## src/rtl/bldc_six_step_commutator_core_assert.svh

```systemverilog
// Assertion macros used by the commutator back end.
`ifndef BLDC_SIX_STEP_COMMUTATOR_CORE_ASSERT_SVH
`define BLDC_SIX_STEP_COMMUTATOR_CORE_ASSERT_SVH

`ifndef SYNTHESIS

// same-cycle implication
`define BSCC_ASSERT_IMPLIES(label, clk, rst, ante, cons) \
  label: assert property (@(posedge clk) disable iff (rst) (ante) |-> (cons)) \
    else $error("bscc assertion failed");

// next-cycle implication
`define BSCC_ASSERT_NEXT(label, clk, rst, ante, cons) \
  label: assert property (@(posedge clk) disable iff (rst) (ante) |=> (cons)) \
    else $error("bscc assertion failed");

`else

`define BSCC_ASSERT_IMPLIES(label, clk, rst, ante, cons)
`define BSCC_ASSERT_NEXT(label, clk, rst, ante, cons)

`endif

`endif

```

## src/rtl/bscc_pkg.sv

```systemverilog
// Types, constants and table functions of the six-step commutator.
package bscc_pkg;

  localparam int COUNT_WIDTH = 32;
  localparam logic [COUNT_WIDTH-1:0] CNT_ONE = COUNT_WIDTH'(1);
  localparam logic [COUNT_WIDTH-1:0] CNT_MAX = '1;

  localparam int QUEUE_DEPTH = 2;
  localparam int QPTR_W      = $clog2(QUEUE_DEPTH);
  localparam int QCNT_W      = $clog2(QUEUE_DEPTH + 1);

  localparam int PADDR_W = 5;

  // phase drive codes
  localparam logic [2:0] DRV_OFF  = 3'd0;
  localparam logic [2:0] DRV_HON  = 3'd1;
  localparam logic [2:0] DRV_LON  = 3'd2;
  localparam logic [2:0] DRV_HPWM = 3'd3;
  localparam logic [2:0] DRV_LPWM = 3'd4;

  localparam logic [1:0] BEMF_ALL = 2'd3;

  localparam logic [2:0] ADV_FWD [0:6] = '{3'd0, 3'd2, 3'd3, 3'd4, 3'd5, 3'd6, 3'd1};
  localparam logic [2:0] ADV_BWD [0:6] = '{3'd0, 3'd6, 3'd1, 3'd2, 3'd3, 3'd4, 3'd5};
  // watched phase per step: C A B C A B
  localparam logic [1:0] BEMF_PHASE_TAB [0:6] =
    '{2'd0, 2'd2, 2'd0, 2'd1, 2'd2, 2'd0, 2'd1};

  typedef enum logic [2:0] {
    OP_TICK        = 3'd0,
    OP_HALL        = 3'd1,
    OP_STEP        = 3'd2,
    OP_REALIGN_INV = 3'd3,
    OP_REALIGN_DIR = 3'd4,
    OP_NONE        = 3'd5
  } op_t;

  typedef enum logic [1:0] {
    MODE_HALL       = 2'd0,
    MODE_SENSORLESS = 2'd1,
    MODE_LEARN      = 2'd2,
    MODE_TEST       = 2'd3
  } mode_t;

  typedef enum logic [2:0] {
    REG_HALL_MAP     = 3'd0,
    REG_RUN_MODE     = 3'd1,
    REG_REVERSE      = 3'd2,
    REG_PWM_HIGH     = 3'd3,
    REG_DUTY_REQUEST = 3'd4,
    REG_DUTY_LIMIT   = 3'd5
  } reg_idx_t;

  typedef struct packed {
    op_t        op;
    logic [2:0] pat;
  } item_t;

  typedef struct packed {
    logic [17:0] hall_map;
    mode_t       run_mode;
    logic        reverse;
    logic        pwm_on_high_side;
    logic [15:0] duty_request;
    logic [15:0] duty_limit;
  } cfg_t;

  typedef struct packed {
    logic [2:0] a;
    logic [2:0] b;
    logic [2:0] c;
  } drive_t;

  function automatic logic step_ok(input logic [2:0] s);
    return (s >= 3'd1) && (s <= 3'd6);
  endfunction

  // patterns 0 and 7 are invalid and read as pattern 1
  function automatic logic [2:0] clean_hall(input logic [2:0] raw);
    return step_ok(raw) ? raw : 3'd1;
  endfunction

  // entry for pattern p (1..6), mirrored to 7-p when running backward
  function automatic logic [2:0] map_lookup(input logic [17:0] m, input logic rev,
                                            input logic [2:0] p);
    logic [2:0] idx;
    logic [2:0] r;
    idx = rev ? (3'd7 - p) : p;
    r = 3'd0;
    for (int k = 1; k <= 6; k++) begin
      if (idx == 3'(k)) r = m[3*(k-1) +: 3];
    end
    return r;
  endfunction

  // entries never hit keep the source value
  function automatic logic [17:0] invert_map(input logic [17:0] m);
    logic [17:0] r;
    logic [2:0]  e;
    r = m;
    for (int i = 1; i <= 6; i++) begin
      e = m[3*(i-1) +: 3];
      for (int k = 1; k <= 6; k++) begin
        if (e == 3'(k)) r[3*(k-1) +: 3] = 3'(i);
      end
    end
    return r;
  endfunction

  function automatic logic [2:0] advance(input logic [2:0] s, input logic rev);
    logic [2:0] r;
    r = s;
    if (s <= 3'd6) r = rev ? ADV_BWD[s] : ADV_FWD[s];
    return r;
  endfunction

  function automatic drive_t drive_for(input logic [2:0] s, input logic hs);
    drive_t d;
    unique case (s)
      3'd1: d = hs ? drive_t'{DRV_HPWM, DRV_LON, DRV_OFF} : drive_t'{DRV_HON, DRV_LPWM, DRV_OFF};
      3'd2: d = hs ? drive_t'{DRV_OFF, DRV_LON, DRV_HPWM} : drive_t'{DRV_OFF, DRV_LPWM, DRV_HON};
      3'd3: d = hs ? drive_t'{DRV_LON, DRV_OFF, DRV_HPWM} : drive_t'{DRV_LPWM, DRV_OFF, DRV_HON};
      3'd4: d = hs ? drive_t'{DRV_LON, DRV_HPWM, DRV_OFF} : drive_t'{DRV_LPWM, DRV_HON, DRV_OFF};
      3'd5: d = hs ? drive_t'{DRV_OFF, DRV_HPWM, DRV_LON} : drive_t'{DRV_OFF, DRV_HON, DRV_LPWM};
      3'd6: d = hs ? drive_t'{DRV_HPWM, DRV_OFF, DRV_LON} : drive_t'{DRV_HON, DRV_OFF, DRV_LPWM};
      default: d = drive_t'{DRV_OFF, DRV_OFF, DRV_OFF};
    endcase
    return d;
  endfunction

endpackage

```

## src/rtl/bscc_if.sv

```systemverilog
// Item channels of the commutator: command in, drive/status out.
interface bscc_cmd_if;
  logic       valid;
  logic       ready;
  logic [2:0] op;
  logic [2:0] hall_raw;

  modport source (output valid, op, hall_raw, input ready);
  modport sink (input valid, op, hall_raw, output ready);
endinterface

interface bscc_rsp_if;
  logic        valid;
  logic        ready;
  logic [2:0]  phase_a_drive;
  logic [2:0]  phase_b_drive;
  logic [2:0]  phase_c_drive;
  logic [2:0]  step;
  logic [1:0]  bemf_phase;
  logic        bemf_rising;
  logic [15:0] duty;
  logic [31:0] last_period;
  logic [31:0] edge_count;
  logic [17:0] learned_map;

  modport source (output valid, phase_a_drive, phase_b_drive, phase_c_drive, step,
                  bemf_phase, bemf_rising, duty, last_period, edge_count, learned_map,
                  input ready);
  modport sink (input valid, phase_a_drive, phase_b_drive, phase_c_drive, step,
                bemf_phase, bemf_rising, duty, last_period, edge_count, learned_map,
                output ready);
endinterface

```

## src/rtl/bscc_cfg.sv

```systemverilog
// APB register file holding the commutator configuration.
module bscc_cfg (
  input  logic                         clk,
  input  logic                         rst,
  input  logic                         psel,
  input  logic                         penable,
  input  logic                         pwrite,
  input  logic [bscc_pkg::PADDR_W-1:0] paddr,
  input  logic [31:0]                  pwdata,
  output logic [31:0]                  prdata,
  output logic                         pready,
  output bscc_pkg::cfg_t               cfg
);

  bscc_pkg::reg_idx_t idx;
  logic               wr_en;

  assign pready = 1'b1;
  assign idx    = bscc_pkg::reg_idx_t'(paddr[bscc_pkg::PADDR_W-1:2]);
  assign wr_en  = psel && penable && pwrite;

  always_ff @(posedge clk) begin
    if (rst) begin
      cfg.hall_map         <= '0;
      cfg.run_mode         <= bscc_pkg::MODE_HALL;
      cfg.reverse          <= 1'b0;
      cfg.pwm_on_high_side <= 1'b0;
      cfg.duty_request     <= '0;
      cfg.duty_limit       <= 16'hFFFF;
    end else if (wr_en) begin
      unique case (idx)
        bscc_pkg::REG_HALL_MAP:     cfg.hall_map         <= pwdata[17:0];
        bscc_pkg::REG_RUN_MODE:     cfg.run_mode         <= bscc_pkg::mode_t'(pwdata[1:0]);
        bscc_pkg::REG_REVERSE:      cfg.reverse          <= pwdata[0];
        bscc_pkg::REG_PWM_HIGH:     cfg.pwm_on_high_side <= pwdata[0];
        bscc_pkg::REG_DUTY_REQUEST: cfg.duty_request     <= pwdata[15:0];
        bscc_pkg::REG_DUTY_LIMIT:   cfg.duty_limit       <= pwdata[15:0];
        default: ;
      endcase
    end
  end

  always_comb begin
    unique case (idx)
      bscc_pkg::REG_HALL_MAP:     prdata = 32'(cfg.hall_map);
      bscc_pkg::REG_RUN_MODE:     prdata = 32'(cfg.run_mode);
      bscc_pkg::REG_REVERSE:      prdata = 32'(cfg.reverse);
      bscc_pkg::REG_PWM_HIGH:     prdata = 32'(cfg.pwm_on_high_side);
      bscc_pkg::REG_DUTY_REQUEST: prdata = 32'(cfg.duty_request);
      bscc_pkg::REG_DUTY_LIMIT:   prdata = 32'(cfg.duty_limit);
      default:                    prdata = '0;
    endcase
  end

endmodule

```

## src/rtl/bscc_front.sv

```systemverilog
// Front end: takes command items, decodes the operation and cleans the hall pattern.
module bscc_front (
  bscc_cmd_if.sink              cmd,
  input  logic                  full,
  output logic                  push,
  output bscc_pkg::item_t       push_item
);

  bscc_pkg::op_t kind;

  assign cmd.ready = !full;
  assign push      = cmd.valid && !full;

  always_comb begin
    unique case (cmd.op)
      bscc_pkg::OP_TICK:        kind = bscc_pkg::OP_TICK;
      bscc_pkg::OP_HALL:        kind = bscc_pkg::OP_HALL;
      bscc_pkg::OP_STEP:        kind = bscc_pkg::OP_STEP;
      bscc_pkg::OP_REALIGN_INV: kind = bscc_pkg::OP_REALIGN_INV;
      bscc_pkg::OP_REALIGN_DIR: kind = bscc_pkg::OP_REALIGN_DIR;
      default:                  kind = bscc_pkg::OP_NONE;
    endcase
  end

  assign push_item.op  = kind;
  assign push_item.pat = bscc_pkg::clean_hall(cmd.hall_raw);

endmodule

```

## src/rtl/bscc_fifo.sv

```systemverilog
// Short queue between the front end and the execution back end.
module bscc_fifo (
  input  logic            clk,
  input  logic            rst,
  input  logic            push,
  input  bscc_pkg::item_t push_item,
  output logic            full,
  input  logic            pop,
  output bscc_pkg::item_t pop_item,
  output logic            empty
);

  localparam logic [bscc_pkg::QPTR_W-1:0] PTR_LAST = bscc_pkg::QPTR_W'(bscc_pkg::QUEUE_DEPTH - 1);

  bscc_pkg::item_t               slots [bscc_pkg::QUEUE_DEPTH];
  logic [bscc_pkg::QPTR_W-1:0]   wr_ptr;
  logic [bscc_pkg::QPTR_W-1:0]   rd_ptr;
  logic [bscc_pkg::QCNT_W-1:0]   count;

  assign full     = (count == bscc_pkg::QCNT_W'(bscc_pkg::QUEUE_DEPTH));
  assign empty    = (count == '0);
  assign pop_item = slots[rd_ptr];

  always_ff @(posedge clk) begin
    if (rst) begin
      wr_ptr <= '0;
      rd_ptr <= '0;
      count  <= '0;
    end else begin
      if (push) wr_ptr <= (wr_ptr == PTR_LAST) ? '0 : wr_ptr + 1'b1;
      if (pop)  rd_ptr <= (rd_ptr == PTR_LAST) ? '0 : rd_ptr + 1'b1;
      unique case ({push, pop})
        2'b10:   count <= count + 1'b1;
        2'b01:   count <= count - 1'b1;
        default: count <= count;
      endcase
    end
  end

  always_ff @(posedge clk) begin
    if (push) slots[wr_ptr] <= push_item;
  end

endmodule

```

## src/rtl/bscc_back.sv

```systemverilog
// Back end: executes queued items on the commutation state and registers the result.
`include "bldc_six_step_commutator_core_assert.svh"

module bscc_back (
  input  logic            clk,
  input  logic            rst,
  input  bscc_pkg::cfg_t  cfg,
  input  logic            q_valid,
  input  bscc_pkg::item_t q_item,
  output logic            pop,
  bscc_rsp_if.source      rsp
);

  logic [2:0]                     step_reg, step_next;
  bscc_pkg::drive_t               drive, drive_next;
  logic [1:0]                     bemf_phase, bemf_phase_next;
  logic                           bemf_rising, bemf_rising_next;
  logic [bscc_pkg::COUNT_WIDTH-1:0] elapsed, elapsed_next;
  logic [bscc_pkg::COUNT_WIDTH-1:0] period, period_next;
  logic [31:0]                    edges, edges_next;
  logic [2:0]                     prev_hall, prev_hall_next;
  logic [17:0]                    learned, learned_next;

  logic [2:0]  fwd_step;
  logic [2:0]  inv_step;
  logic [2:0]  adv_step;
  logic        do_comm;
  logic        do_bemf;
  logic [31:0] period_out;

  assign pop = q_valid && (!rsp.valid || rsp.ready);

  assign fwd_step = bscc_pkg::map_lookup(cfg.hall_map, cfg.reverse, q_item.pat);
  assign inv_step = bscc_pkg::map_lookup(bscc_pkg::invert_map(cfg.hall_map), cfg.reverse,
                                         q_item.pat);
  assign adv_step = bscc_pkg::advance(step_reg, cfg.reverse);

  always_comb begin
    step_next        = step_reg;
    drive_next       = drive;
    bemf_phase_next  = bemf_phase;
    bemf_rising_next = bemf_rising;
    elapsed_next     = elapsed;
    period_next      = period;
    edges_next       = edges;
    prev_hall_next   = prev_hall;
    learned_next     = learned;
    do_comm          = 1'b0;
    do_bemf          = 1'b0;

    unique case (q_item.op)
      bscc_pkg::OP_TICK: begin
        if (elapsed != bscc_pkg::CNT_MAX) elapsed_next = elapsed + bscc_pkg::CNT_ONE;
      end
      bscc_pkg::OP_HALL: begin
        unique case (cfg.run_mode)
          bscc_pkg::MODE_HALL: begin
            step_next = fwd_step;
            do_comm   = 1'b1;
          end
          bscc_pkg::MODE_SENSORLESS: begin
            step_next = adv_step;
            do_comm   = 1'b1;
            do_bemf   = 1'b1;
          end
          bscc_pkg::MODE_LEARN: begin
            // record the previous pattern against the current step
            for (int i = 1; i <= 6; i++) begin
              if (step_reg == 3'(i)) learned_next[3*(i-1) +: 3] = prev_hall;
            end
            prev_hall_next = q_item.pat;
          end
          bscc_pkg::MODE_TEST: ;
          default: ;
        endcase
        period_next  = elapsed;
        elapsed_next = '0;
        edges_next   = edges + 32'd1;
      end
      bscc_pkg::OP_STEP: begin
        step_next = adv_step;
        do_comm   = 1'b1;
      end
      bscc_pkg::OP_REALIGN_INV: begin
        step_next = inv_step;
        do_comm   = 1'b1;
      end
      bscc_pkg::OP_REALIGN_DIR: begin
        step_next = fwd_step;
        do_comm   = 1'b1;
      end
      bscc_pkg::OP_NONE: ;
      default: ;
    endcase

    // an out-of-range step leaves drive and back-EMF selection alone
    if (do_comm && bscc_pkg::step_ok(step_next)) begin
      drive_next = bscc_pkg::drive_for(step_next, cfg.pwm_on_high_side);
    end
    if (do_bemf && bscc_pkg::step_ok(step_next)) begin
      bemf_phase_next  = bscc_pkg::BEMF_PHASE_TAB[step_next];
      bemf_rising_next = step_next[0] ^ cfg.reverse;
    end
  end

  if (bscc_pkg::COUNT_WIDTH > 32) begin : g_period_sat
    assign period_out = (|period_next[bscc_pkg::COUNT_WIDTH-1:32]) ? 32'hFFFF_FFFF
                                                                   : period_next[31:0];
  end else begin : g_period_ext
    assign period_out = 32'(period_next);
  end

  always_ff @(posedge clk) begin
    if (rst) begin
      step_reg    <= 3'd1;
      drive       <= bscc_pkg::drive_t'{bscc_pkg::DRV_OFF, bscc_pkg::DRV_OFF,
                                        bscc_pkg::DRV_OFF};
      bemf_phase  <= bscc_pkg::BEMF_ALL;
      bemf_rising <= 1'b0;
      elapsed     <= '0;
      period      <= '0;
      edges       <= '0;
      prev_hall   <= '0;
      learned     <= '0;
      rsp.valid   <= 1'b0;
    end else begin
      if (pop) begin
        step_reg    <= step_next;
        drive       <= drive_next;
        bemf_phase  <= bemf_phase_next;
        bemf_rising <= bemf_rising_next;
        elapsed     <= elapsed_next;
        period      <= period_next;
        edges       <= edges_next;
        prev_hall   <= prev_hall_next;
        learned     <= learned_next;
        rsp.valid   <= 1'b1;
      end else if (rsp.ready) begin
        rsp.valid <= 1'b0;
      end
    end
  end

  // result register, loaded with the post-item state
  always_ff @(posedge clk) begin
    if (pop) begin
      rsp.phase_a_drive <= drive_next.a;
      rsp.phase_b_drive <= drive_next.b;
      rsp.phase_c_drive <= drive_next.c;
      rsp.step          <= step_next;
      rsp.bemf_phase    <= bemf_phase_next;
      rsp.bemf_rising   <= bemf_rising_next;
      rsp.duty          <= (cfg.duty_request > cfg.duty_limit) ? cfg.duty_limit
                                                                : cfg.duty_request;
      rsp.last_period   <= period_out;
      rsp.edge_count    <= edges_next;
      rsp.learned_map   <= bscc_pkg::invert_map(learned_next);
    end
  end

  `BSCC_ASSERT_NEXT(a_hall_counts_edge, clk, rst, pop && q_item.op == bscc_pkg::OP_HALL, edges == $past(edges) + 32'd1)
  `BSCC_ASSERT_NEXT(a_idle_holds_state, clk, rst, !pop, $stable(step_reg) && $stable(edges) && $stable(elapsed))
  `BSCC_ASSERT_NEXT(a_pop_gives_result, clk, rst, pop, rsp.valid)
  `BSCC_ASSERT_IMPLIES(a_pop_needs_room, clk, rst, pop, !rsp.valid || rsp.ready)

endmodule

```

## src/rtl/bldc_six_step_commutator_core.sv

```systemverilog
// Six-step BLDC commutator. Each command item (tick, hall edge, manual step or
// realign) yields one result item with the three phase drive codes, step, back-EMF
// selection, clamped duty, last hall period, edge count and the learned map.
// Throughput is one item per clock while the result side accepts; a command is
// decoded into a two-entry queue, then the execution stage updates the step
// state and loads the result register. When the result side stalls the queue
// fills and cmd.ready drops once it holds two items.
// Registers sit on the APB port at byte addresses 0x00 hall_map, 0x04 run_mode,
// 0x08 reverse, 0x0C pwm_on_high_side, 0x10 duty_request, 0x14 duty_limit; write
// them only while no item is in flight.
module bldc_six_step_commutator_core (
  input  logic                         clk,
  input  logic                         rst,
  bscc_cmd_if.sink                     cmd,
  bscc_rsp_if.source                   rsp,
  input  logic                         psel,
  input  logic                         penable,
  input  logic                         pwrite,
  input  logic [bscc_pkg::PADDR_W-1:0] paddr,
  input  logic [31:0]                  pwdata,
  output logic [31:0]                  prdata,
  output logic                         pready
);

  bscc_pkg::cfg_t  cfg;
  logic            push;
  bscc_pkg::item_t push_item;
  logic            full;
  logic            empty;
  logic            pop;
  bscc_pkg::item_t pop_item;

  bscc_cfg u_cfg (
    .clk     (clk),
    .rst     (rst),
    .psel    (psel),
    .penable (penable),
    .pwrite  (pwrite),
    .paddr   (paddr),
    .pwdata  (pwdata),
    .prdata  (prdata),
    .pready  (pready),
    .cfg     (cfg)
  );

  bscc_front u_front (
    .cmd       (cmd),
    .full      (full),
    .push      (push),
    .push_item (push_item)
  );

  bscc_fifo u_fifo (
    .clk       (clk),
    .rst       (rst),
    .push      (push),
    .push_item (push_item),
    .full      (full),
    .pop       (pop),
    .pop_item  (pop_item),
    .empty     (empty)
  );

  bscc_back u_back (
    .clk     (clk),
    .rst     (rst),
    .cfg     (cfg),
    .q_valid (!empty),
    .q_item  (pop_item),
    .pop     (pop),
    .rsp     (rsp)
  );

endmodule

```

## src/flat_wrapper.sv

```systemverilog
// flat-port wrapper written by rule: the top's interface ports become plain ports
module bldc_six_step_commutator_core_flat 
  (clk, rst, psel, penable, pwrite, paddr, pwdata, prdata, pready, cmd_valid, cmd_op, cmd_hall_raw, cmd_ready, rsp_valid, rsp_phase_a_drive, rsp_phase_b_drive, rsp_phase_c_drive, rsp_step, rsp_bemf_phase, rsp_bemf_rising, rsp_duty, rsp_last_period, rsp_edge_count, rsp_learned_map, rsp_ready);
  bscc_cmd_if cmd_i ();
  bscc_rsp_if rsp_i ();
  input  logic clk;
  input  logic rst;
  input  logic psel;
  input  logic penable;
  input  logic pwrite;
  input  logic [bscc_pkg::PADDR_W-1:0] paddr;
  input  logic [31:0] pwdata;
  output logic [31:0] prdata;
  output logic pready;
  input wire logic [$bits(cmd_i.valid)-1:0] cmd_valid;
  input wire logic [$bits(cmd_i.op)-1:0] cmd_op;
  input wire logic [$bits(cmd_i.hall_raw)-1:0] cmd_hall_raw;
  output wire logic [$bits(cmd_i.ready)-1:0] cmd_ready;
  output wire logic [$bits(rsp_i.valid)-1:0] rsp_valid;
  output wire logic [$bits(rsp_i.phase_a_drive)-1:0] rsp_phase_a_drive;
  output wire logic [$bits(rsp_i.phase_b_drive)-1:0] rsp_phase_b_drive;
  output wire logic [$bits(rsp_i.phase_c_drive)-1:0] rsp_phase_c_drive;
  output wire logic [$bits(rsp_i.step)-1:0] rsp_step;
  output wire logic [$bits(rsp_i.bemf_phase)-1:0] rsp_bemf_phase;
  output wire logic [$bits(rsp_i.bemf_rising)-1:0] rsp_bemf_rising;
  output wire logic [$bits(rsp_i.duty)-1:0] rsp_duty;
  output wire logic [$bits(rsp_i.last_period)-1:0] rsp_last_period;
  output wire logic [$bits(rsp_i.edge_count)-1:0] rsp_edge_count;
  output wire logic [$bits(rsp_i.learned_map)-1:0] rsp_learned_map;
  input wire logic [$bits(rsp_i.ready)-1:0] rsp_ready;
  assign cmd_i.valid = cmd_valid;
  assign cmd_i.op = cmd_op;
  assign cmd_i.hall_raw = cmd_hall_raw;
  assign cmd_ready = cmd_i.ready;
  assign rsp_valid = rsp_i.valid;
  assign rsp_phase_a_drive = rsp_i.phase_a_drive;
  assign rsp_phase_b_drive = rsp_i.phase_b_drive;
  assign rsp_phase_c_drive = rsp_i.phase_c_drive;
  assign rsp_step = rsp_i.step;
  assign rsp_bemf_phase = rsp_i.bemf_phase;
  assign rsp_bemf_rising = rsp_i.bemf_rising;
  assign rsp_duty = rsp_i.duty;
  assign rsp_last_period = rsp_i.last_period;
  assign rsp_edge_count = rsp_i.edge_count;
  assign rsp_learned_map = rsp_i.learned_map;
  assign rsp_i.ready = rsp_ready;
  bldc_six_step_commutator_core u_core (.clk(clk), .rst(rst), .cmd(cmd_i), .rsp(rsp_i), .psel(psel), .penable(penable), .pwrite(pwrite), .paddr(paddr), .pwdata(pwdata), .prdata(prdata), .pready(pready));
endmodule
```

## config.mk

```make
export PLATFORM = sky130hd
export DESIGN_NAME = bldc_six_step_commutator_core_flat
export DESIGN_NICKNAME = d
export VERILOG_FILES = /design/src/rtl/bscc_pkg.sv /design/src/rtl/bscc_if.sv /design/src/rtl/bscc_cfg.sv /design/src/rtl/bscc_front.sv /design/src/rtl/bscc_fifo.sv /design/src/rtl/bscc_back.sv /design/src/rtl/bldc_six_step_commutator_core.sv /design/src/flat_wrapper.sv
export VERILOG_INCLUDE_DIRS = /design/src /design/src/rtl
export SDC_FILE = /design/constraint.sdc
export NUM_CORES = 1
export LEC_CHECK = 0
export ABC_AREA = 1
export BUFFER_PORTS_ARGS = -buffer_cell sky130_fd_sc_hd__buf_2
export CORE_MARGIN = 4
export CORE_UTILIZATION = 53
export CTS_CLUSTER_SIZE = 30
export DETAILED_ROUTE_END_ITERATION = 8
export GPL_TIMING_DRIVEN = 0
export PLACE_DENSITY = 0.79
export RECOVER_POWER = 50
export SLEW_MARGIN = 20
export SYNTH_ARGS = -nofsm -noshare
export SYNTH_HDL_FRONTEND = slang
export SYNTH_SLANG_ARGS = --single-unit
export TNS_END_PERCENT = 1
```

## constraint.sdc

```tcl
create_clock -name clk -period 5.2 [get_ports clk]
set_input_delay 0.26 -clock clk [delete_from_list [all_inputs] [get_ports clk]]
set_output_delay 0.26 -clock clk [all_outputs]
set_load 0.05 [all_outputs]
```

======== Word-level counts from Yosys, hierarchy flattened ========
Memory sizes are Yosys's and may differ from the RTL's. A register that Yosys moved wholly into a read port is not among the register bits.
Cells that the tools add are included.
storage, ports and cells
  register bits after elaboration ......... 304
  memory bits (writable) .................. 12
  bits in read-only memories .............. 64
  bits of input ports ..................... 50
  output and inout port bits .............. 148
  word-level logic and storage cells ...... 338
  memories kept ........................... 4
memories
  name                 depth  width  rd ports  clocked after Yosys merged registers in  wr ports  line              source
  (no name shown)      8      3      1         0                                        0         bscc_pkg.sv:113   if (s <= 3'd6) r = rev ? ADV_BWD[s] : ADV_FWD[s];
  (no name shown)      8      3      1         0                                        0         bscc_pkg.sv:113
  (no name shown)      8      2      1         0                                        0         bscc_back.sv:101  bemf_phase_next = bscc_pkg::BEMF_PHASE_TAB[step_next];
  u_core.u_fifo.slots  2      6      1         1                                        1         bscc_fifo.sv:15   bscc_pkg::item_t slots [bscc_pkg::QUEUE_DEPTH];
cells by class
  add/sub/neg operators ................... 7
  order comparisons ....................... 8
  equality and inequality tests ........... 110
  multiplexer cells ....................... 128
  bitwise gates (word level) .............. 3
  reductions and logical operators ........ 36
operators by type and width
  kind                     number
  $mux W3                  80
  $eq A3 B3 Y1 const B     49
  $eq A3 B2 Y1 const B     36
  $pmux W18 S6             1
  $mux W32                 3
  $add A32 B1 Y32 const B  2
  $pmux W32 S2             1
  $eq A3 B1 Y1 const B     18
  $pmux W9 S6              1
  $mux W18                 2
  $ne A32 B32 Y1 const B   1
  $mux W2                  15
  $mux W9                  3
  $reduce_or A3 Y1         7
  $gt A16 B16 Y1           1
  $mux W16                 1
  $mux W8                  2
  $pmux W3 S5              1
  $mux W1                  12
  $pmux W3 S4              1
  $reduce_and A2 Y1        6
  $le A3 B3 Y1 const B     3
  $logic_not A3 Y1         3
  $ge A4 B4 Y1 const B     2
  other kinds (22)         41

======== Logic depth before layout (Yosys ltp) ========
Gate-level depths: netlist of the first run.
  word-level depth ........................ 19
  mapped depth ............................ 28

======== By module ========
Synthesis of the first run repeated with hierarchy kept, for this count alone.
second synthesis, totals
  cell total of the unflattened synthesis .. 2,123
  area total of the unflattened synthesis .. 16,488.3 um2
by module, submodules not included
  module                         instances  cells an instance  area an instance (um2)  seq. area each (um2)
  bscc_back                      1          1,637              12,893.6                6,055.8
  bscc_cfg                       1          418                2,844.0                 1,081.0
  bscc_fifo                      1          52                 686.9                   460.4
  bscc_front                     1          15                 60.1                    0.0
  bldc_six_step_commutator_core  1          1                  3.8                     0.0

======== Worst setup path after synthesis of the first run ========
OpenSTA, ideal clock, no wires.
  kind .................................... reg-to-reg
  start point ............................. register u_core.u_back.rsp.valid
  end point ............................... register u_core.u_fifo.count[1] (netlist bit)
  setup time .............................. 70 ps
  arrival ................................. 5,442 ps
  required time ........................... 5,130 ps
  setup slack ............................. -312 ps
  cell stages (with the launch flop) ...... 12
  path buffers ............................ 2
  cells stage by stage .................... dfxtp_1 > inv_1 > nor2_1 > a21oi_2 > clkbuf_1 > clkbuf_1 > ha_1 > inv_1 > nand2_1 > nor2_1 > o21ai_0 > a21oi_1
on the way
  cells in the longest elaborated chain, start to end .. 5
ends and longest elaborated chain
  item                                                      line                                 source
  start: declaration                                        bscc_if.sv:26                        modport source (output valid, phase_a_drive, phase_b_drive, phase_c_drive, step,
  start signal: assignment                                  bscc_back.sv:125                     rsp.valid <= 1'b0;
  start signal: assignment                                  bscc_back.sv:137                     rsp.valid <= 1'b1;
  start signal: assignment                                  bscc_back.sv:139                     rsp.valid <= 1'b0;
  $logic_not A1 Y1 *                                        bscc_back.sv:31                      assign pop = q_valid && (!rsp.valid || rsp.ready);
  $logic_or A1 B1 Y1 *                                      bscc_back.sv:31
  $logic_and A1 B1 Y1 *                                     bscc_back.sv:31
  named net u_core.pop                                      bldc_six_step_commutator_core.sv:30  logic pop;
  $eq A2 B1 Y1 / $eq A2 B2 Y1 (equally long branches)       bscc_fifo.sv:32                      unique case ({push, pop})
  $pmux W2 S2 / $reduce_bool A2 Y1 (equally long branches)  n/a
  end signal: assignment                                    bscc_fifo.sv:33                      2'b10: count <= count + 1'b1;
  end signal: assignment                                    bscc_fifo.sv:34                      2'b01: count <= count - 1'b1;
  end signal: assignment                                    bscc_fifo.sv:35                      default: count <= count;
  end: declaration                                          bscc_fifo.sv:18                      logic [bscc_pkg::QCNT_W-1:0] count;
Mark *: on every way through the listed nets, which the timed path passes. The rest lies on a longest branch.
A chain may end at the register's enable or synchronous reset.

==> reports/metrics.yaml, run 1 <==
sta:
  post-route-min-period_ns: 3.874
  drv_slew: 0
  fmax_mhz: 258.2
  setup_viol: 0
  clock_skew_ns: 0.01945
  finalCritPeriodShare: 0.7449
  timing.hold.ws_ns: 0.01606
  hold_violations: 0
  max_slew_margin: 0.4796
  timing.setup.tns_ns: 0
  worst_pin_slew_ns: 0.7724
  rsz0062_at_grt: "no"
placed_design:
  io_buffer_count: 166
  placed_cells: 2609
  gp_congestion: 0.9075
  dp_hpwl_mm: 31.39
final_layout:
  fill_cells: 2688
  layout.cells.most_common: "nand2_1"
  stdcell_count: 2672
  final_cell_mix: "nand2_1 (340), inv_1 (272), nor2_1 (242), o21ai_0 (234), clkbuf_1 (206)"
  multi_input_area_um2: 6775
  drive_above_1_share: 0.07274
  register_area_um2: 7597
  top_register: "u_core.u_cfg.cfg"
  syn_to_final_growth_pct: 14.33
  fin_nets: 2330
  antenna_cells: 0
  largest_reg_flops: 54
die:
  ios: 198
  start_util: 0.5360
  die-height_um: 180.9
  rows: 63
  die-area_um2: 32720
  coreArea_um2: 29560
  chipWidth_um: 180.9
critical_path:
  cp_cell_sequence: "clkbuf_1 -> nand2_1 -> nand2_1 -> nand3_1 -> inv_1 -> nand2_1 -> nor3_1 -> o21ai_0 -> nor3_1 -> inv_1 -> nand2_1 -> a21oi_1 -> o31ai_1"
  arrival_ns: 4.21
  path_common_cell: "nand2_1"
  cp_top_family: "simple AND/OR/NAND/NOR gates"
  setup.worst_path.class: "flip-flop to flip-flop"
  cp-start-kind: "flip-flop"
  path_buf_inv: 3
  required_ns: 5.54
  crit_slowest_cell: "nor3_1"
  worstPathMaxFanout: 9
  cpPeakStageDelay_ns: 0.52
  end_kind: "flip-flop"
global_routing:
  grt_start_max_net_pins: 92
  gr-total-overflow: 0
  grt_pass1_wl_mm: 68.70
  antenna_found_initial: 0
  grt_pass1_vias: 13825
  grt.total_usage: 0.2499
synthesis:
  synth.distinct_cells: 56
  synth_top_cell_area_share: 0.2426
  async_flop_share: 0
  synthCells: 2039
  yosysWarnings: 0
  syn-cell-area_um2: 15840
  synth_area_leaders: "dfxtp_1 (24%), edfxtp_1 (24%), nand2_1 (8.0%)"
  syn_area_per_cell_um2: 7.770
  seq_area_frac_synth: 0.4795
  synth_edf_count: 125
  ys_ff_latch: 317
  yosys.area.top_type: "dfxtp_1"
  synth_flop_cell: "dfxtp_1"
clocking:
  h-tree-depth: 2
  cts_buffers: 34
  clk_latency_ns: 0.52
  cts-root-buf: "clkbuf_16"
  path_clk_slew_ns: 0.06
  ctsResizeCount: 0
  cts_max_path_buffers: 3
  cts_tree: "built"
  cts.sinks: 317
route:
  drc: 0
  drtAntennaViolNets: 0
  vias: 14577
  first_pass_iters: 6
  vias_per_cell: 5.455
  drt_iter0_drc: 1235
  wire_per_inst_um: 15.93
  routed_wl_mm: 42.56
power:
  switching_share: 0.4773
  p_leak_nw: 7.800
  p_clk_frac: 0.194
  internal_power_mw: 6.320
  combPwrFrac: 0.463
  power_mw: 12.09
  ir_worst_vdd_uv: 389.8
  power.density_nw_per_um2: 667.5
  seq_power_share: 0.343
  p_sw_mw: 5.770
status:
  outcome: "completed"
run:
  drv_cap: 0
worst_hold_path:
  hp-class: "primary input to flip-flop"
## power by group through the flow
stage	Combinational (mW)	Clock [mW]	Sequential, mW
6_report	5.59	2.35	4.15
5_1_grt	6.10	2.50	4.24
4_1_cts	5.73	2.38	4.13
3_5_place_dp	5.69	0	4.17
3_3_place_gp	5.52	0	4.19
2_1_floorplan	2.72	0	5.77
## path summary, 6_finish.rpt
kind | cells past startpoint | slack [ns] | end | startpoint
worst min register to register | 2 | 0.48 | u_core.u_back.bemf_phase[0] | u_core.u_back.bemf_phase[0]
worst max register to register | 13 | 1.33 | u_core.u_back.rsp.learned_map[16] | flip-flop
worst min-delay path | 3 | 0.02 | u_core.u_cfg.cfg[15] | pwdata[15]
worst max-delay path | 13 | 1.33 | u_core.u_back.rsp.learned_map[16] | flip-flop
## per-layer routing
layer,GRT usage,vias to the layer above,share of wire
met2,0.4076,596,0.46
met4,0.07048,0,0.021
met1,0.3488,6724,0.44
met5,0,-,0
li1,-,7177,-
met3,0.03785,80,0.076
## what timing repair did
| action | CTS | global route |
|---|---|---|
| endpoints found under the hold margin | 1 | 0 |
| hold buffers | 1 | 0 |
| setup buffers | 0 | 0 |
## layout make-up
class	instances	area share
inverters	279	0.05830
well taps	390	0.02694
repair buffers	168	0.03847
multi-input cells	1371	0.3740
flip-flops and latches	317	0.4194
clock inverters	14	0.005595
plain buffers	85	0.02224
clock buffers	48	0.05498
## kinds of logic (layout without fill, tap and decap cells)
| kind of cell | count (synthesis) | count (layout) | share of synthesized area |
|---|---|---|---|
| DFF | 317 | 317 | 0.4795 |
| other | 2 | 15 | 0.0004740 |
| AOI/OAI and AO/OA | 460 | 460 | 0.1553 |
| buffers and inverters | 364 | 594 | 0.09192 |
| xor gates and xnor gates | 31 | 31 | 0.01714 |
| and+or+nand+nor | 841 | 841 | 0.2368 |
| adders and majority gates | 24 | 24 | 0.01895 |
## worst min-delay path: stages
cell and delay [ns]:
buf_2 0.11, a21oi_1 0.06, o21ai_0 0.06
## synth_stat cells, drive strengths merged, types with 3 or more instances
cell,n
nand2,370
inv,277
nor2,251
o21ai,243
dfxtp,192
a21oi,171
edfxtp,125
nand3,114
nor3,66
clkbuf,59
xor2,30
buf,26
ha,24
nand4,22
o221ai,16
nor4,12
a211oi,6
o21a,5
o31ai,4
a21boi,3
## per-stage QoR
stage | util | instance area [µm²] | setup WS [ns]
floorplan | - | 15890 | 1.597
global placement | 0.5823 | 17210 | 0.7571
detailed placement | 0.5835 | 17250 | 2.131
CTS | 0.6210 | 18360 | 2.078
global route | 0.6128 | 18110 | 0.9271
finish | 0.6128 | 18110 | 1.326
Note: power is estimated with default switching activity, not from simulation.
==> run 2, diff against run 1 <==
--- a/config.mk
+++ b/config.mk
@@ -9,11 +9,11 @@
 export ABC_AREA = 1
 export BUFFER_PORTS_ARGS = -buffer_cell sky130_fd_sc_hd__buf_2
 export CORE_MARGIN = 4
-export CORE_UTILIZATION = 53
+export CORE_UTILIZATION = 59
 export CTS_CLUSTER_SIZE = 30
 export DETAILED_ROUTE_END_ITERATION = 8
 export GPL_TIMING_DRIVEN = 0
-export PLACE_DENSITY = 0.79
+export PLACE_DENSITY = 0.83
 export RECOVER_POWER = 50
 export SLEW_MARGIN = 20
 export SYNTH_ARGS = -nofsm -noshare
==> constraint.sdc (replaced) <==
create_clock -name clk -period 3.6 [get_ports clk]
set_input_delay 0.18 -clock clk [delete_from_list [all_inputs] [get_ports clk]]
set_output_delay 0.18 -clock clk [all_outputs]
set_load 0.05 [all_outputs]
==> reports/metrics.yaml, run 2 (synthesized netlist as in run 1, its figures left out) <==
status:
  outcome: "completed"  # unchanged
sta:
  fmax_mhz: 313.1  # was 258.2 MHz
  setup_ws_ns: 0.4060  # was 1.326 ns
  finalCritPeriodShare: 0.8872  # was 0.7449
  post-route-min-period_ns: 3.194  # was 3.874 ns
  clock_skew_ns: 0.01988  # was 0.01945 ns
  rsz0062_at_grt: "no"  # unchanged
  worst_pin_slew_ns: 0.7719  # was 0.7724 ns
  setup_viol: 0  # unchanged
  max_slew_margin: 0.4854  # was 0.4796
  timing.setup.tns_ns: 0  # unchanged
  drv_slew: 0  # unchanged
  hold_violations: 0  # unchanged
power:
  p_leak_nw: 7.914  # was 7.800 nW
  power.density_nw_per_um2: 964.4  # was 667.5 nW/µm²
  ir_worst_vdd_uv: 645.3  # was 389.8 µV
critical_path:
  cp.depth: 14  # was 13
  path_buf_inv: 3  # unchanged
  crit_slowest_cell: "dfxtp_1"  # was nor3_1
  end_kind: "flip-flop"  # unchanged
  cp_cell_sequence: "inv_1 -> a21oi_1 -> inv_1 -> nor2_1 -> nand2_1 -> buf_2 -> nor2_4 -> nand3_1 -> nor2_1 -> nand4_1 -> nor4_2 -> nand2_1 -> o21ai_0 -> nor2_1"  # was clkbuf_1 -> nand2_1 -> nand2_1 -> nand3_1 -> inv_1 -> nand2_1 -> nor3_1 -> o21ai_0 -> nor3_1 -> inv_1 -> nand2_1 -> a21oi_1 -> o31ai_1
  required_ns: 4.01  # was 5.54 ns
  cpPeakStageDelay_ns: 0.40  # was 0.52 ns
  arrival_ns: 3.61  # was 4.21 ns
  reg2reg_depth: 14  # was 13
  cp_top_family: "simple AND/OR/NAND/NOR gates"  # unchanged
  cp-start-kind: "flip-flop"  # unchanged
  setup.worst_path.class: "flip-flop to flip-flop"  # unchanged
  path_common_cell: "nor2_1"  # was nand2_1
  worstPathMaxFanout: 10  # was 9
clocking:
  cts-root-buf: "clkbuf_16"  # unchanged
  h-tree-depth: 2  # unchanged
  clk_latency_ns: 0.52  # about the same
  cts_hold_buffers: 21  # was 1
  ctsResizeCount: 0  # unchanged
  path_clk_slew_ns: 0.06  # about the same
  cts_max_path_buffers: 3  # unchanged
  postCtsSetupBuffers: 0  # unchanged
  cts.sinks: 317  # unchanged
  cts_tree: "built"  # unchanged
  cts_buffers: 34  # unchanged
final_layout:
  antenna_cells: 0  # unchanged
  syn_to_final_growth_pct: 15.49  # was 14.33%
  drive_above_1_share: 0.07211  # was 0.07274
  top_register: "u_core.u_cfg.cfg"  # unchanged
  fill_cells: 2141  # was 2688
  largest_reg_flops: 54  # unchanged
  final_cell_mix: "nand2_1 (340), inv_1 (273), nor2_1 (242), o21ai_0 (234), clkbuf_1 (202)"  # was nand2_1 (340), inv_1 (272), nor2_1 (242), o21ai_0 (234), clkbuf_1 (206)
  register_area_um2: 7597  # unchanged
  fin_nets: 2350  # was 2330
  layout.cells.most_common: "nand2_1"  # unchanged
  final_core_util: 0.6982  # was 0.6128
  multi_input_area_um2: 6794  # was 6775 µm²
die:
  coreArea_um2: 26210  # was 29560 µm²
  ios: 198  # unchanged
  rows: 59  # was 63
  start_util: 0.6046  # was 0.5360
  die-area_um2: 29540  # was 32720 µm²
  die-height_um: 171.9  # was 180.9 µm
  chipWidth_um: 171.9  # was 180.9 µm
global_routing:
  grt_start_max_net_pins: 92  # unchanged
  antenna_found_initial: 0  # unchanged
  grt.total_usage: 0.2820  # was 0.2499
  gr-total-overflow: 0  # unchanged
  grt_pass1_vias: 14009  # was 13825
  grt_pass1_wl_mm: 68.38  # was 68.70 mm
route:
  wire_per_inst_um: 16.23  # was 15.93 µm
  vias_per_cell: 5.686  # was 5.455
  first_pass_iters: 6  # unchanged
  routed_wl_mm: 42.79  # was 42.56 mm
  vias: 14994  # was 14577
  drc: 0  # unchanged
  drtAntennaViolNets: 0  # unchanged
  drt_iter0_drc: 1464  # was 1235
placed_design:
  dp_hpwl_mm: 30.79  # was 31.39 mm
  gp_congestion: 0.9461  # was 0.9075
  io_buffer_count: 166  # unchanged
  preCtsSetupSlack_ns: 0.4830  # was 2.131 ns
worst_hold_path:
  hold_path_depth: 4  # was 3
  hp-class: "primary input to flip-flop"  # unchanged
run:
  drv_cap: 0  # unchanged
==> run 2: changes by cell type in the layout (fill, tap and decap cells not counted), sizes merged <==
cell         change
inv              +3
clkbuf          -10
clkinvlp         -3
dlygate4sd3     +20
bufinv           +4
clkinv           +6
==> run 2: worst min-delay path: stages <==
cell and delay [ns]:
buf_2 0.08, nor2_1 0.08, nor2_1 0.11, nor2_1 0.05
==> run 2: routing by layer <==
layer  vias up  share of wire  global-route usage
li1       7205              -                   -
met1      6956           0.42              0.3881
met2       725           0.46              0.4608
met3       108          0.091             0.04481
met4         0          0.027             0.09057
met5         -              0                   0
==> run 2: power by group <==
part           leakage (nW)  switching (mW)  internal (mW)
Clock                 0.554            1.45           2.07
Combinational          4.57            6.35           1.78
Sequential             2.79           0.573           5.42
Total                  7.91            8.38           9.27
==> run 2: path summary, 6_finish.rpt <==
check | endpoint | start | slack [ns]
max | u_core.u_back.elapsed[23] | u_core.u_fifo.count[0] | 0.41
min | u_core.u_back.rsp.valid | rsp_ready | 0.04
max reg2reg | u_core.u_back.elapsed[23] | u_core.u_fifo.count[0] | 0.41
min reg2reg | u_core.u_fifo.rd_ptr | u_core.u_fifo.rd_ptr | 0.45
==> run 2: cell type report <==
class,instances,area share
sequential,317,0.4152
inverter,279,0.05771
timing repair buffer,188,0.04896
buffer,85,0.02243
clock buffer,38,0.04787
clock inverter,24,0.01361
tap,335,0.02291
multi-input combinational,1371,0.3713
==> run 2: stage by stage <==
step	hold slack (ns)	total power, mW	std cells	cell area, µm²
after detailed placement	0.4338	14.24	2554	17180
after global routing	0.03428	18.73	2637	18300
final	0.03539	17.65	2637	18300
after floorplan	0.3062	12.23	2052	15900
after global placement	0.4240	13.95	2553	17150
after CTS	0.01788	17.80	2637	18520
==> run 3, diff against run 2 <==
--- a/config.mk
+++ b/config.mk
@@ -15,6 +15,7 @@
 export GPL_TIMING_DRIVEN = 0
 export PLACE_DENSITY = 0.83
 export RECOVER_POWER = 50
+export REMOVE_ABC_BUFFERS = 1
 export SLEW_MARGIN = 20
 export SYNTH_ARGS = -nofsm -noshare
 export SYNTH_HDL_FRONTEND = slang
==> reports/metrics.yaml, run 3 (synthesized netlist as in run 1, its figures left out) <==
status:
  outcome: "completed"  # unchanged
sta:
  fmax_mhz: 293.6  # was 313.1 MHz
  worst_pin_slew_ns: 1.207  # was 0.7719 ns
  setup_ws_ns: 0.1937  # was 0.4060 ns
  finalCritPeriodShare: 0.9462  # was 0.8872
  hold_violations: 0  # unchanged
  drv_slew: 0  # unchanged
  clock_skew_ns: 0.02288  # was 0.01988 ns
  timing.setup.tns_ns: 0  # unchanged
  setup_viol: 0  # unchanged
  post-route-min-period_ns: 3.406  # was 3.194 ns
  max_slew_margin: 0.1922  # was 0.4854
  rsz0062_at_grt: "yes"  # was no
critical_path:
  setup.worst_path.class: "flip-flop to flip-flop"  # unchanged
  worstPathMaxFanout: 23  # was 10
  cpPeakStageDelay_ns: 0.50  # was 0.40 ns
  required_ns: 3.84  # was 4.01 ns
  arrival_ns: 3.65  # was 3.61 ns
  end_kind: "flip-flop"  # unchanged
  reg2reg_slack_ns: 0.19  # was 0.41 ns
  cp-start-kind: "flip-flop"  # unchanged
  crit_slowest_cell: "dfxtp_2"  # was dfxtp_1
  rr_endpoint: "u_core.u_back.rsp.learned_map[7]"  # was u_core.u_back.elapsed[23]
  cp_cell_sequence: "o21ai_2 -> inv_1 -> nand3_4 -> inv_8 -> nand2_2 -> inv_2 -> nand3_2 -> a21oi_1 -> inv_1 -> nor3_1 -> nor3_1 -> o21ai_0 -> nand2_1"  # was inv_1 -> a21oi_1 -> inv_1 -> nor2_1 -> nand2_1 -> buf_2 -> nor2_4 -> nand3_1 -> nor2_1 -> nand4_1 -> nor4_2 -> nand2_1 -> o21ai_0 -> nor2_1
  reg2reg_depth: 13  # was 14
clocking:
  cts.sinks: 317  # unchanged
  cts_tree: "built"  # unchanged
  path_clk_slew_ns: 0.06  # about the same
  h-tree-depth: 2  # unchanged
  clk_latency_ns: 0.51  # was 0.52 ns
  cts-root-buf: "clkbuf_16"  # unchanged
  cts_buffers: 34  # unchanged
  cts_max_path_buffers: 3  # unchanged
route:
  first_pass_iters: 6  # unchanged
  vias: 14293  # was 14994
  wire_per_inst_um: 15.40  # was 16.23 µm
  drtAntennaViolNets: 0  # unchanged
  drc: 0  # unchanged
  drt_iter0_drc: 1144  # was 1464
  vias_per_cell: 5.566  # was 5.686
  routed_wl_mm: 39.54  # was 42.79 mm
power:
  power.density_nw_per_um2: 959.1  # was 964.4 nW/µm²
  ir_worst_vdd_uv: 625.3  # was 645.3 µV
  p_leak_nw: 7.859  # was 7.914 nW
  power_mw: 17.37  # was 17.65 mW
die:
  start_util: 0.6046  # unchanged
  die-height_um: 171.9  # unchanged
  die-area_um2: 29540  # unchanged
  coreArea_um2: 26210  # unchanged
  ios: 198  # unchanged
  chipWidth_um: 171.9  # unchanged
  rows: 59  # unchanged
final_layout:
  drive_above_1_share: 0.07892  # was 0.07211
  layout.cells.most_common: "nand2_1"  # unchanged
  fin_nets: 2279  # was 2350
  design_area_um2: 18110  # was 18300 µm²
  syn_to_final_growth_pct: 14.33  # was 15.49%
  top_register: "u_core.u_cfg.cfg"  # unchanged
  final_core_util: 0.6912  # was 0.6982
  final_cell_mix: "nand2_1 (337), inv_1 (269), nor2_1 (240), o21ai_0 (232), dfxtp_1 (191)"  # was nand2_1 (340), inv_1 (273), nor2_1 (242), o21ai_0 (234), clkbuf_1 (202)
  largest_reg_flops: 54  # unchanged
worst_hold_path:
  hp-class: "primary input to flip-flop"  # unchanged
  hold_path_depth: 2  # was 4
  hold_end: "u_core.u_fifo.slots[0][3]"  # was u_core.u_back.rsp.valid
  worstHoldStart: "cmd_op[0]"  # was rsp_ready
global_routing:
  use_met2: 0.4220  # was 0.4608
  gr-total-overflow: 0  # unchanged
  grt_pass1_wl_mm: 64.07  # was 68.38 mm
  use_met1: 0.3572  # was 0.3881
  grt_start_max_net_pins: 100  # was 92
  top_usage_layer: "met2"  # unchanged
  grt_pass1_vias: 13224  # was 14009
  grt.total_usage: 0.2599  # was 0.2820
  gr-usage-met3: 0.04458  # was 0.04481
  antenna_found_initial: 2  # was 0
placed_design:
  preCtsSetupSlack_ns: -0.4951  # was 0.4830 ns
  dp_hpwl_mm: 27.01  # was 30.79 mm
  place_area_um2: 17100  # was 17180 µm²
  gp_congestion: 0.9499  # was 0.9461
  io_buffer_count: 166  # unchanged
run:
  drv_cap: 0  # unchanged
[run 3: changes by cell type in the layout (fill, tap and decap cells not counted), sizes merged, moves of 2 or more]
| cell | before | now |
|---|---|---|
| buf | 52 | 50 |
| nand3 | 114 | 116 |
| clkbuf | 238 | 178 |
| inv | 281 | 279 |
| clkinv | 17 | 9 |
| diode | 0 | 3 |
[run 3: routing by layer]
metal / share of wire / wire length (µm) / vias to the layer above
met4: 0.029 / 1152 / 0
met2: 0.47 / 18460 / 514
met1: 0.44 / 17290 / 6616
met3: 0.067 / 2641 / 86
met5: 0 / 0 / -
li1: - / - / 7077
[run 3: worst max-delay path by stage]
| stage | start | endpoint | cells after the start |
|---|---|---|---|
| 6_report | flip-flop | u_core.u_back.rsp.learned_map[7] | 13 |
| 2_1_floorplan | u_core.u_fifo.count[0] | u_core.u_back.elapsed[23] | 13 |
| 5_1_grt | flip-flop | u_core.u_back.rsp.learned_map[12] | 13 |
| 4_1_cts | u_core.u_fifo.count[0] | u_core.u_back.elapsed[30] | 13 |
| 3_3_place_gp | u_core.u_fifo.count[0] | u_core.u_back.elapsed[30] | 13 |
| 3_5_place_dp | flip-flop | u_core.u_back.rsp.learned_map[7] | 14 |
[run 3: per-stage QoR]
stage | hold WS [ns] | cells
2_1_floorplan | 0.2524 | 1967
3_3_place_gp | 0.4304 | 2468
3_5_place_dp | 0.4339 | 2481
4_1_cts | 0.005285 | 2565
5_1_grt | 0.002908 | 2567
6_report | 0.02093 | 2568
[run 3: report_power, final]
group          internal [mW]  switching (mW)
clock                   2.01            1.36
sequential              5.43           0.622
combinational           1.76            6.18
[run 3: critical path, delay by kind of cell (launching register included)]
family | cells | cell delay [ns]
flops | 1 | 0.50
simple gates | 6 | 1.15
compound gates | 3 | 0.69
buf+inv | 4 | 0.81
[run 3: layout make-up]
class	count	area, µm²
antenna	3	7.507
clock buffer	49	928.4
clock inverter	12	138.9
fill	2114	8092
inverter	279	1069
multi-input combinational	1373	6899
sequential	317	7599
tap	335	419.2
timing repair buffer	200	1055
[run 3: what timing repair did]
item,4_1_cts,5_1_grt
cloned,2,0
endpoints found under the setup margin,53,19
resized for setup,3,7
hold buffers,21,0
pin swaps,1,1
endpoints found under the hold margin,44,0
buffers inserted,0,0
